$ cat config.mk
export PLATFORM = sky130hd
export DESIGN_NAME = uart_dma_ring_buffer_manager_top
export DESIGN_NICKNAME = d
export VERILOG_FILES = /design/src/rtl/udrb_pkg.sv /design/src/rtl/uart_dma_ring_buffer_manager_top.sv
export VERILOG_INCLUDE_DIRS = /design/src /design/src/rtl
export SDC_FILE = /design/constraint.sdc
export NUM_CORES = 2
export LEC_CHECK = 0
export BUFFER_PORTS_ARGS = -buffer_cell sky130_fd_sc_hd__buf_2
export CAP_MARGIN = 15
export CORE_MARGIN = 3
export CORE_UTILIZATION = 40
export DETAILED_ROUTE_END_ITERATION = 10
export MAX_ROUTING_LAYER = met4
export PLACE_DENSITY = 0.61
export SKIP_CTS_REPAIR_TIMING = 1
export SLEW_MARGIN = 15
export SYNTH_ARGS = -nofsm -noshare
export SYNTH_HDL_FRONTEND = slang
export SYNTH_SLANG_ARGS = --single-unit
$ cat constraint.sdc
create_clock -name clk -period 6.35 [get_ports clk]
set_input_delay 0.9525 -clock clk [delete_from_list [all_inputs] [get_ports clk]]
set_output_delay 0.9525 -clock clk [all_outputs]
set_load 0.02 [all_outputs]
$ cat src/rtl/uart_dma_ring_buffer_manager_top_assert.svh
// Assertion macros shared by the ring buffer manager RTL.
`ifndef UART_DMA_RING_BUFFER_MANAGER_TOP_ASSERT_SVH
`define UART_DMA_RING_BUFFER_MANAGER_TOP_ASSERT_SVH

// Check that cond holds at every clock edge outside reset.
`define UDRB_ASSERT_ALWAYS(label, cond, msg) \
    label: assert property (@(posedge clk) disable iff (!rst_n) (cond)) else $error(msg);

// Check that ante implies cons at the same clock edge.
`define UDRB_ASSERT_IMPLY(label, ante, cons, msg) \
    label: assert property (@(posedge clk) disable iff (!rst_n) (ante) |-> (cons)) \
        else $error(msg);

`endif

$ cat src/rtl/udrb_pkg.sv
package udrb_pkg;

    localparam int DEPTH = 256;
    localparam int PTR_W = $clog2(DEPTH);

    typedef logic [PTR_W-1:0] ptr_t;

    typedef enum logic [2:0] {
        MODE_PUT     = 3'd0,
        MODE_SERVICE = 3'd1,
        MODE_LINE    = 3'd2,
        MODE_GET     = 3'd3,
        MODE_COUNT   = 3'd4
    } mode_t;

    typedef struct packed {
        logic [2:0] mode;
        logic [7:0] tx_data;
        logic [7:0] line_data;
        logic       transmitter_empty;
    } udrb_in_t;

    typedef struct packed {
        logic       send_valid;
        logic [7:0] send_byte;
        logic       accepted;
        logic       read_valid;
        logic [7:0] read_byte;
        logic [7:0] pending_count;
        logic       irq_enabled;
    } udrb_out_t;

    function automatic ptr_t ring_next(ptr_t p);
        ring_next = (p == PTR_W'(DEPTH - 1)) ? '0 : ptr_t'(p + 1'b1);
    endfunction

    function automatic ptr_t ring_dist(ptr_t from, ptr_t to);
        ring_dist = (to >= from) ? ptr_t'(to - from) : ptr_t'(PTR_W'(DEPTH) - (from - to));
    endfunction

endpackage

$ cat src/rtl/uart_dma_ring_buffer_manager_top.sv
// Channel | Direction | Handshake          | Payload
// in      | input     | in_valid/in_ready  | in_data  (udrb_in_t)
// out     | output    | out_valid/out_ready| out_data (udrb_out_t)
// One request accepted per cycle while in_ready is high; its result appears in the cycle after acceptance.
// The result is registered, as is the read port of the transmit and receive rings.
// in_ready drops only while a result waits and out_ready is low.
// rst_n clears all pointers and the interrupt flag at once; ring contents are not cleared.
module uart_dma_ring_buffer_manager_top (
    input  logic               clk,
    input  logic               rst_n,
    input  logic               in_valid,
    output logic               in_ready,
    input  udrb_pkg::udrb_in_t in_data,
    output logic               out_valid,
    input  logic               out_ready,
    output udrb_pkg::udrb_out_t out_data
);
    import udrb_pkg::*;

    logic [7:0] tx_mem [DEPTH];
    logic [7:0] rx_mem [DEPTH];

    ptr_t tx_head_reg, tx_head_next;
    ptr_t tx_tail_reg, tx_tail_next;
    ptr_t rx_head_reg, rx_head_next;
    ptr_t rx_tail_reg, rx_tail_next;
    ptr_t dma_ptr_reg, dma_ptr_next;
    logic irq_reg, irq_next;

    logic       out_valid_reg;
    logic       send_valid_reg, send_valid_next;
    logic       accepted_reg, accepted_next;
    logic       read_valid_reg, read_valid_next;
    logic [7:0] pend_reg, pend_next;
    logic [7:0] tx_rd_reg;
    logic [7:0] rx_rd_reg;

    logic       in_fire;
    logic       tx_write;
    logic       rx_write;
    ptr_t       arrived;
    ptr_t       room;
    ptr_t       pend_full;
    logic [PTR_W+7:0] pend_ext;

    assign in_ready = !out_valid_reg || out_ready;
    assign in_fire  = in_valid && in_ready;

    always_comb
    begin
        tx_head_next    = tx_head_reg;
        tx_tail_next    = tx_tail_reg;
        rx_head_next    = rx_head_reg;
        rx_tail_next    = rx_tail_reg;
        dma_ptr_next    = dma_ptr_reg;
        irq_next        = irq_reg;
        send_valid_next = 1'b0;
        accepted_next   = 1'b0;
        read_valid_next = 1'b0;
        tx_write        = 1'b0;
        rx_write        = 1'b0;
        arrived         = ring_dist(rx_head_reg, dma_ptr_reg);
        room            = ptr_t'(PTR_W'(DEPTH - 1) - ring_dist(rx_tail_reg, rx_head_reg));
        unique case (in_data.mode)
            MODE_PUT:
            begin
                if (ring_dist(tx_tail_reg, tx_head_reg) < PTR_W'(DEPTH - 1))
                begin
                    tx_write      = 1'b1;
                    tx_head_next  = ring_next(tx_head_reg);
                    irq_next      = 1'b1;
                    accepted_next = 1'b1;
                end
            end
            MODE_SERVICE:
            begin
                if (in_data.transmitter_empty && irq_reg)
                begin
                    if (tx_head_reg == tx_tail_reg)
                    begin
                        irq_next = 1'b0;
                    end
                    else
                    begin
                        send_valid_next = 1'b1;
                        tx_tail_next    = ring_next(tx_tail_reg);
                    end
                end
                if (arrived != '0)
                begin
                    rx_head_next = dma_ptr_reg;
                    if (room < arrived)
                    begin
                        rx_tail_next = ring_next(dma_ptr_reg);
                    end
                end
            end
            MODE_LINE:
            begin
                rx_write     = 1'b1;
                dma_ptr_next = ring_next(dma_ptr_reg);
            end
            MODE_GET:
            begin
                if (rx_head_reg != rx_tail_reg)
                begin
                    read_valid_next = 1'b1;
                    rx_tail_next    = ring_next(rx_tail_reg);
                end
            end
            default:
            begin
            end
        endcase
        pend_full = ring_dist(rx_tail_next, rx_head_next);
        pend_ext  = (PTR_W + 8)'(pend_full);
        pend_next = (pend_ext > (PTR_W + 8)'(255)) ? 8'hFF : 8'(pend_full);
    end

    always_ff @(posedge clk or negedge rst_n)
    begin
        if (!rst_n)
        begin
            tx_head_reg   <= '0;
            tx_tail_reg   <= '0;
            rx_head_reg   <= '0;
            rx_tail_reg   <= '0;
            dma_ptr_reg   <= '0;
            irq_reg       <= 1'b0;
            out_valid_reg <= 1'b0;
        end
        else
        begin
            if (in_fire)
            begin
                tx_head_reg <= tx_head_next;
                tx_tail_reg <= tx_tail_next;
                rx_head_reg <= rx_head_next;
                rx_tail_reg <= rx_tail_next;
                dma_ptr_reg <= dma_ptr_next;
                irq_reg     <= irq_next;
            end
            if (in_fire)
            begin
                out_valid_reg <= 1'b1;
            end
            else if (out_ready)
            begin
                out_valid_reg <= 1'b0;
            end
        end
    end

    always_ff @(posedge clk)
    begin
        if (in_fire)
        begin
            send_valid_reg <= send_valid_next;
            accepted_reg   <= accepted_next;
            read_valid_reg <= read_valid_next;
            pend_reg       <= pend_next;
        end
    end

    always_ff @(posedge clk)
    begin
        if (in_fire && tx_write)
        begin
            tx_mem[tx_head_reg] <= in_data.tx_data;
        end
        if (in_fire)
        begin
            tx_rd_reg <= tx_mem[tx_tail_reg];
        end
    end

    always_ff @(posedge clk)
    begin
        if (in_fire && rx_write)
        begin
            rx_mem[dma_ptr_reg] <= in_data.line_data;
        end
        if (in_fire)
        begin
            rx_rd_reg <= rx_mem[rx_tail_reg];
        end
    end

    assign out_valid              = out_valid_reg;
    assign out_data.send_valid    = send_valid_reg;
    assign out_data.send_byte     = send_valid_reg ? tx_rd_reg : 8'h00;
    assign out_data.accepted      = accepted_reg;
    assign out_data.read_valid    = read_valid_reg;
    assign out_data.read_byte     = read_valid_reg ? rx_rd_reg : 8'h00;
    assign out_data.pending_count = pend_reg;
    assign out_data.irq_enabled   = irq_reg;

`include "uart_dma_ring_buffer_manager_top_assert.svh"

    `UDRB_ASSERT_IMPLY(a_one_event, out_valid_reg, $onehot0({send_valid_reg, accepted_reg, read_valid_reg}), "more than one event flag in a result")
    `UDRB_ASSERT_IMPLY(a_put_sets_irq, out_valid_reg && accepted_reg, irq_reg, "stored put left the interrupt flag clear")
    `UDRB_ASSERT_IMPLY(a_send_keeps_irq, out_valid_reg && send_valid_reg, irq_reg, "byte sent with the interrupt flag clear")
    `UDRB_ASSERT_ALWAYS(a_ptr_range, (tx_head_reg < PTR_W'(DEPTH - 1)) || (tx_head_reg == PTR_W'(DEPTH - 1)), "transmit head beyond ring")

endmodule

==> run metrics <==
status=finished, final reports clean; most frequent cells in the layout=edfxtp_1, mux4_2, nor2_1; Setup TNS=0 ns; post-synthesis instance total=just under 8000; chip height=645 um; Post-Layout Cell Count=13879; row cnt=234; Max VDD drop=0.331 mV; GR Overflow Total=0; Nets=8173; clock sink count=4165; Placed Cells=13108; DP Area=170000 um2; total CTS buffers=417; Core ar.=~410000 um2; CP Capture Type=flip-flop; Slew Limit Fails=0; Final HPWL DP=around 240000 um; All-Layer GR Usage=20.2%; post-route cell area=184000 um2; Synthesized Nets=8011; vias in the first global route=slightly above 80000; CTS H-Tree Depth=5; Largest regs=rx_mem: 2048 flops, tx_mem: 2048 flops; area leader, netlist=edfxtp_1; DRC viols=0; minimum clock period=5.77 ns; share of cells above drive strength 1=20.9%; GP Congestion=between 0.8 and 0.9; final antenna-violating net count=0; Initial DRC Count=a little under 10000; Maximum Capacitance Violations=0; routed len/inst=29.8 um; Final Hold Viols=0; largest net degree at the start of global routing=approximately 180; synth warn=0; CTS max path bufs=4; Final Setup Violations=0; I/O pins=54; asr flop ratio synth=1.01%; Hold WC Path Type=primary input to async pin; Setup CP Type=flip-flop to flip-flop; number of synthesized flops with an enable pin=4123; Distinct cells, synth=66; fmax=173 MHz; initial antenna violation count=14; Max-slew headroom=20.5%; mean post-synth cell area=20.6 um2; Netlist Area Pre-Place=163000 um2; die area=416000 um2; most common cell after layout, fill and taps aside=edfxtp_1; Util after Layout=45.2%; CTS tree=built; via count=roughly 81000; Root Driver=clkbuf_16; first-pass GRT wire length=between 500000 and 600000 um; top-area cell type share of the netlist area=roughly 76%; drt pass-1 iters=8; ys flop type=edfxtp_1; RSZ-0062 raised after global routing=false; CP Max Fanout=7; pre-CTS setup slack=0.586 ns; worst skew pair latency=1.02 ns; clock-pin slew on the worst setup and hold paths=0.06 ns; PortBufs=53; top cells by area, synth=edfxtp_1, mux4_2, mux2i_1; measured slew at the worst slew-check pin=1.19 ns; skew final=0.0978 ns; final worst slack=0.583 ns; pwr/cell area=between 400 and 500 nW/um2; ratio of final minimum period to clock period=90.8%; CP startpoint kind=flip-flop; Initial Util=about two fifths; WP data required=7.05 ns; post-synthesis register bit count=4165; sequential element share of the synthesized area=76.5%; Avg Vias per Cell=5.81; Worst EP arrival=6.46 ns; area growth from synthesis to layout=12.4%; final WL=414000 um; LEAKAGE=approximately 55 nW; chip width=645 um
==> logic make-up after synthesis <==
kind of cell | after synthesis | synth area share, %
adders and majority gates | 50 | 0.401
muxes | 1404 | 15.6
and+or+nand+nor | 1015 | 2.63
DFF | 4165 | 76.5
xor gates and xnor gates | 43 | 0.231
AOI/OAI and AO/OA | 734 | 3.16
buffers and inverters | 526 | 1.48
==> cell usage after synthesis, drive strengths merged, types with 3 or more instances <==
master,n
o32ai,3
a22o,17
xor2,17
ha,46
mux2i,479
and2,20
o221ai,229
a211oi,11
buf,220
or2,8
and3,6
mux2,8
o41ai,3
fa,4
o31ai,33
edfxtp,4123
nor3,66
mux4,917
o32a,3
nand2,183
a21oi,155
nand4,27
o21ai,71
xnor2,26
or3,11
dfrtp,42
a41oi,3
inv,41
nand3,34
nand2b,11
clkinv,3
a21o,9
nor2,593
a31oi,6
nor2b,13
nor4,39
a221oi,12
a22oi,34
a32oi,4
clkbuf,262
o22ai,123
==> through the flow <==
step / power [mW] / hold WS (ns)
2_1_floorplan: 43.3 / 0.467
3_3_place_gp: 49.8 / 0.507
3_5_place_dp: 49.9 / 0.505
4_1_cts: 73.9 / 0.105
5_1_grt: 75.9 / 0.131
6_report: 73.4 / 0.138
==> path summary, 6_finish.rpt <==
| check | start | endpoint | slack (ns) | cells after the start |
|---|---|---|---|---|
| setup / recovery | dma_ptr_reg[0] | pend_reg[7] | 0.58 | 25 |
| max in group asynchronous | rst_n | rx_tail_reg[0] | 5.51 | 2 |
| hold / removal | rst_n | out_valid | 0.14 | 2 |
| hold reg to reg | out_valid | out_valid | 0.52 | 2 |
| min in group clk | in_valid | out_valid | 0.21 | 2 |
| setup reg to reg | dma_ptr_reg[0] | pend_reg[7] | 0.58 | 25 |
==> power by group <==
group          internal [mW]  switching (mW)
clock                   13.7            10.5
combinational           7.39            11.1
sequential              30.4           0.297
total                   51.5            22.0
==> layout make-up <==
class | instances | area (um2)
antenna | 9 | 22.5
clock buffer | 504 | 10800
clock inverter | 258 | 2560
fill | 34079 | 223000
inverter | 44 | 179
multi-input combinational | 3246 | 36200
sequential | 4165 | 125000
tap | 5428 | 6790
timing repair buffer | 225 | 2120
==> worst max-delay path, cell delays in order, from the launching register on <==
cell and delay, ns:
dfrtp_1 0.37, inv_1 0.14, ha_1 0.20, inv_1 0.06
fa_1 0.41, a211oi_1 0.29, o31ai_1 0.13, a21oi_1 0.24
xor2_2 0.30, ha_1 0.31, a21o_1 0.19, a21oi_1 0.22
o21ai_1 0.18, a41oi_2 0.22, nand2_1 0.21, and3_1 0.31
or2_1 0.23, ha_1 0.27, nor2b_1 0.15, o2111ai_1 0.19
nand3_1 0.13, o21ai_0 0.19, nand2b_1 0.08, a21oi_1 0.19
xor2_1 0.20, xnor2_1 0.12
==> layer usage <==
| layer | vias up | global-route usage (%) | share of wire (%) |
|---|---|---|---|
| li1 | 33433 | - | - |
| met1 | 43068 | 27.4 | 41 |
| met2 | 3455 | 31.2 | 48 |
| met3 | 659 | 3.86 | 8.0 |
| met4 | 0 | 5.86 | 3.2 |
| met5 | - | - | 0 |
Note: power is estimated with default switching activity, not from simulation.
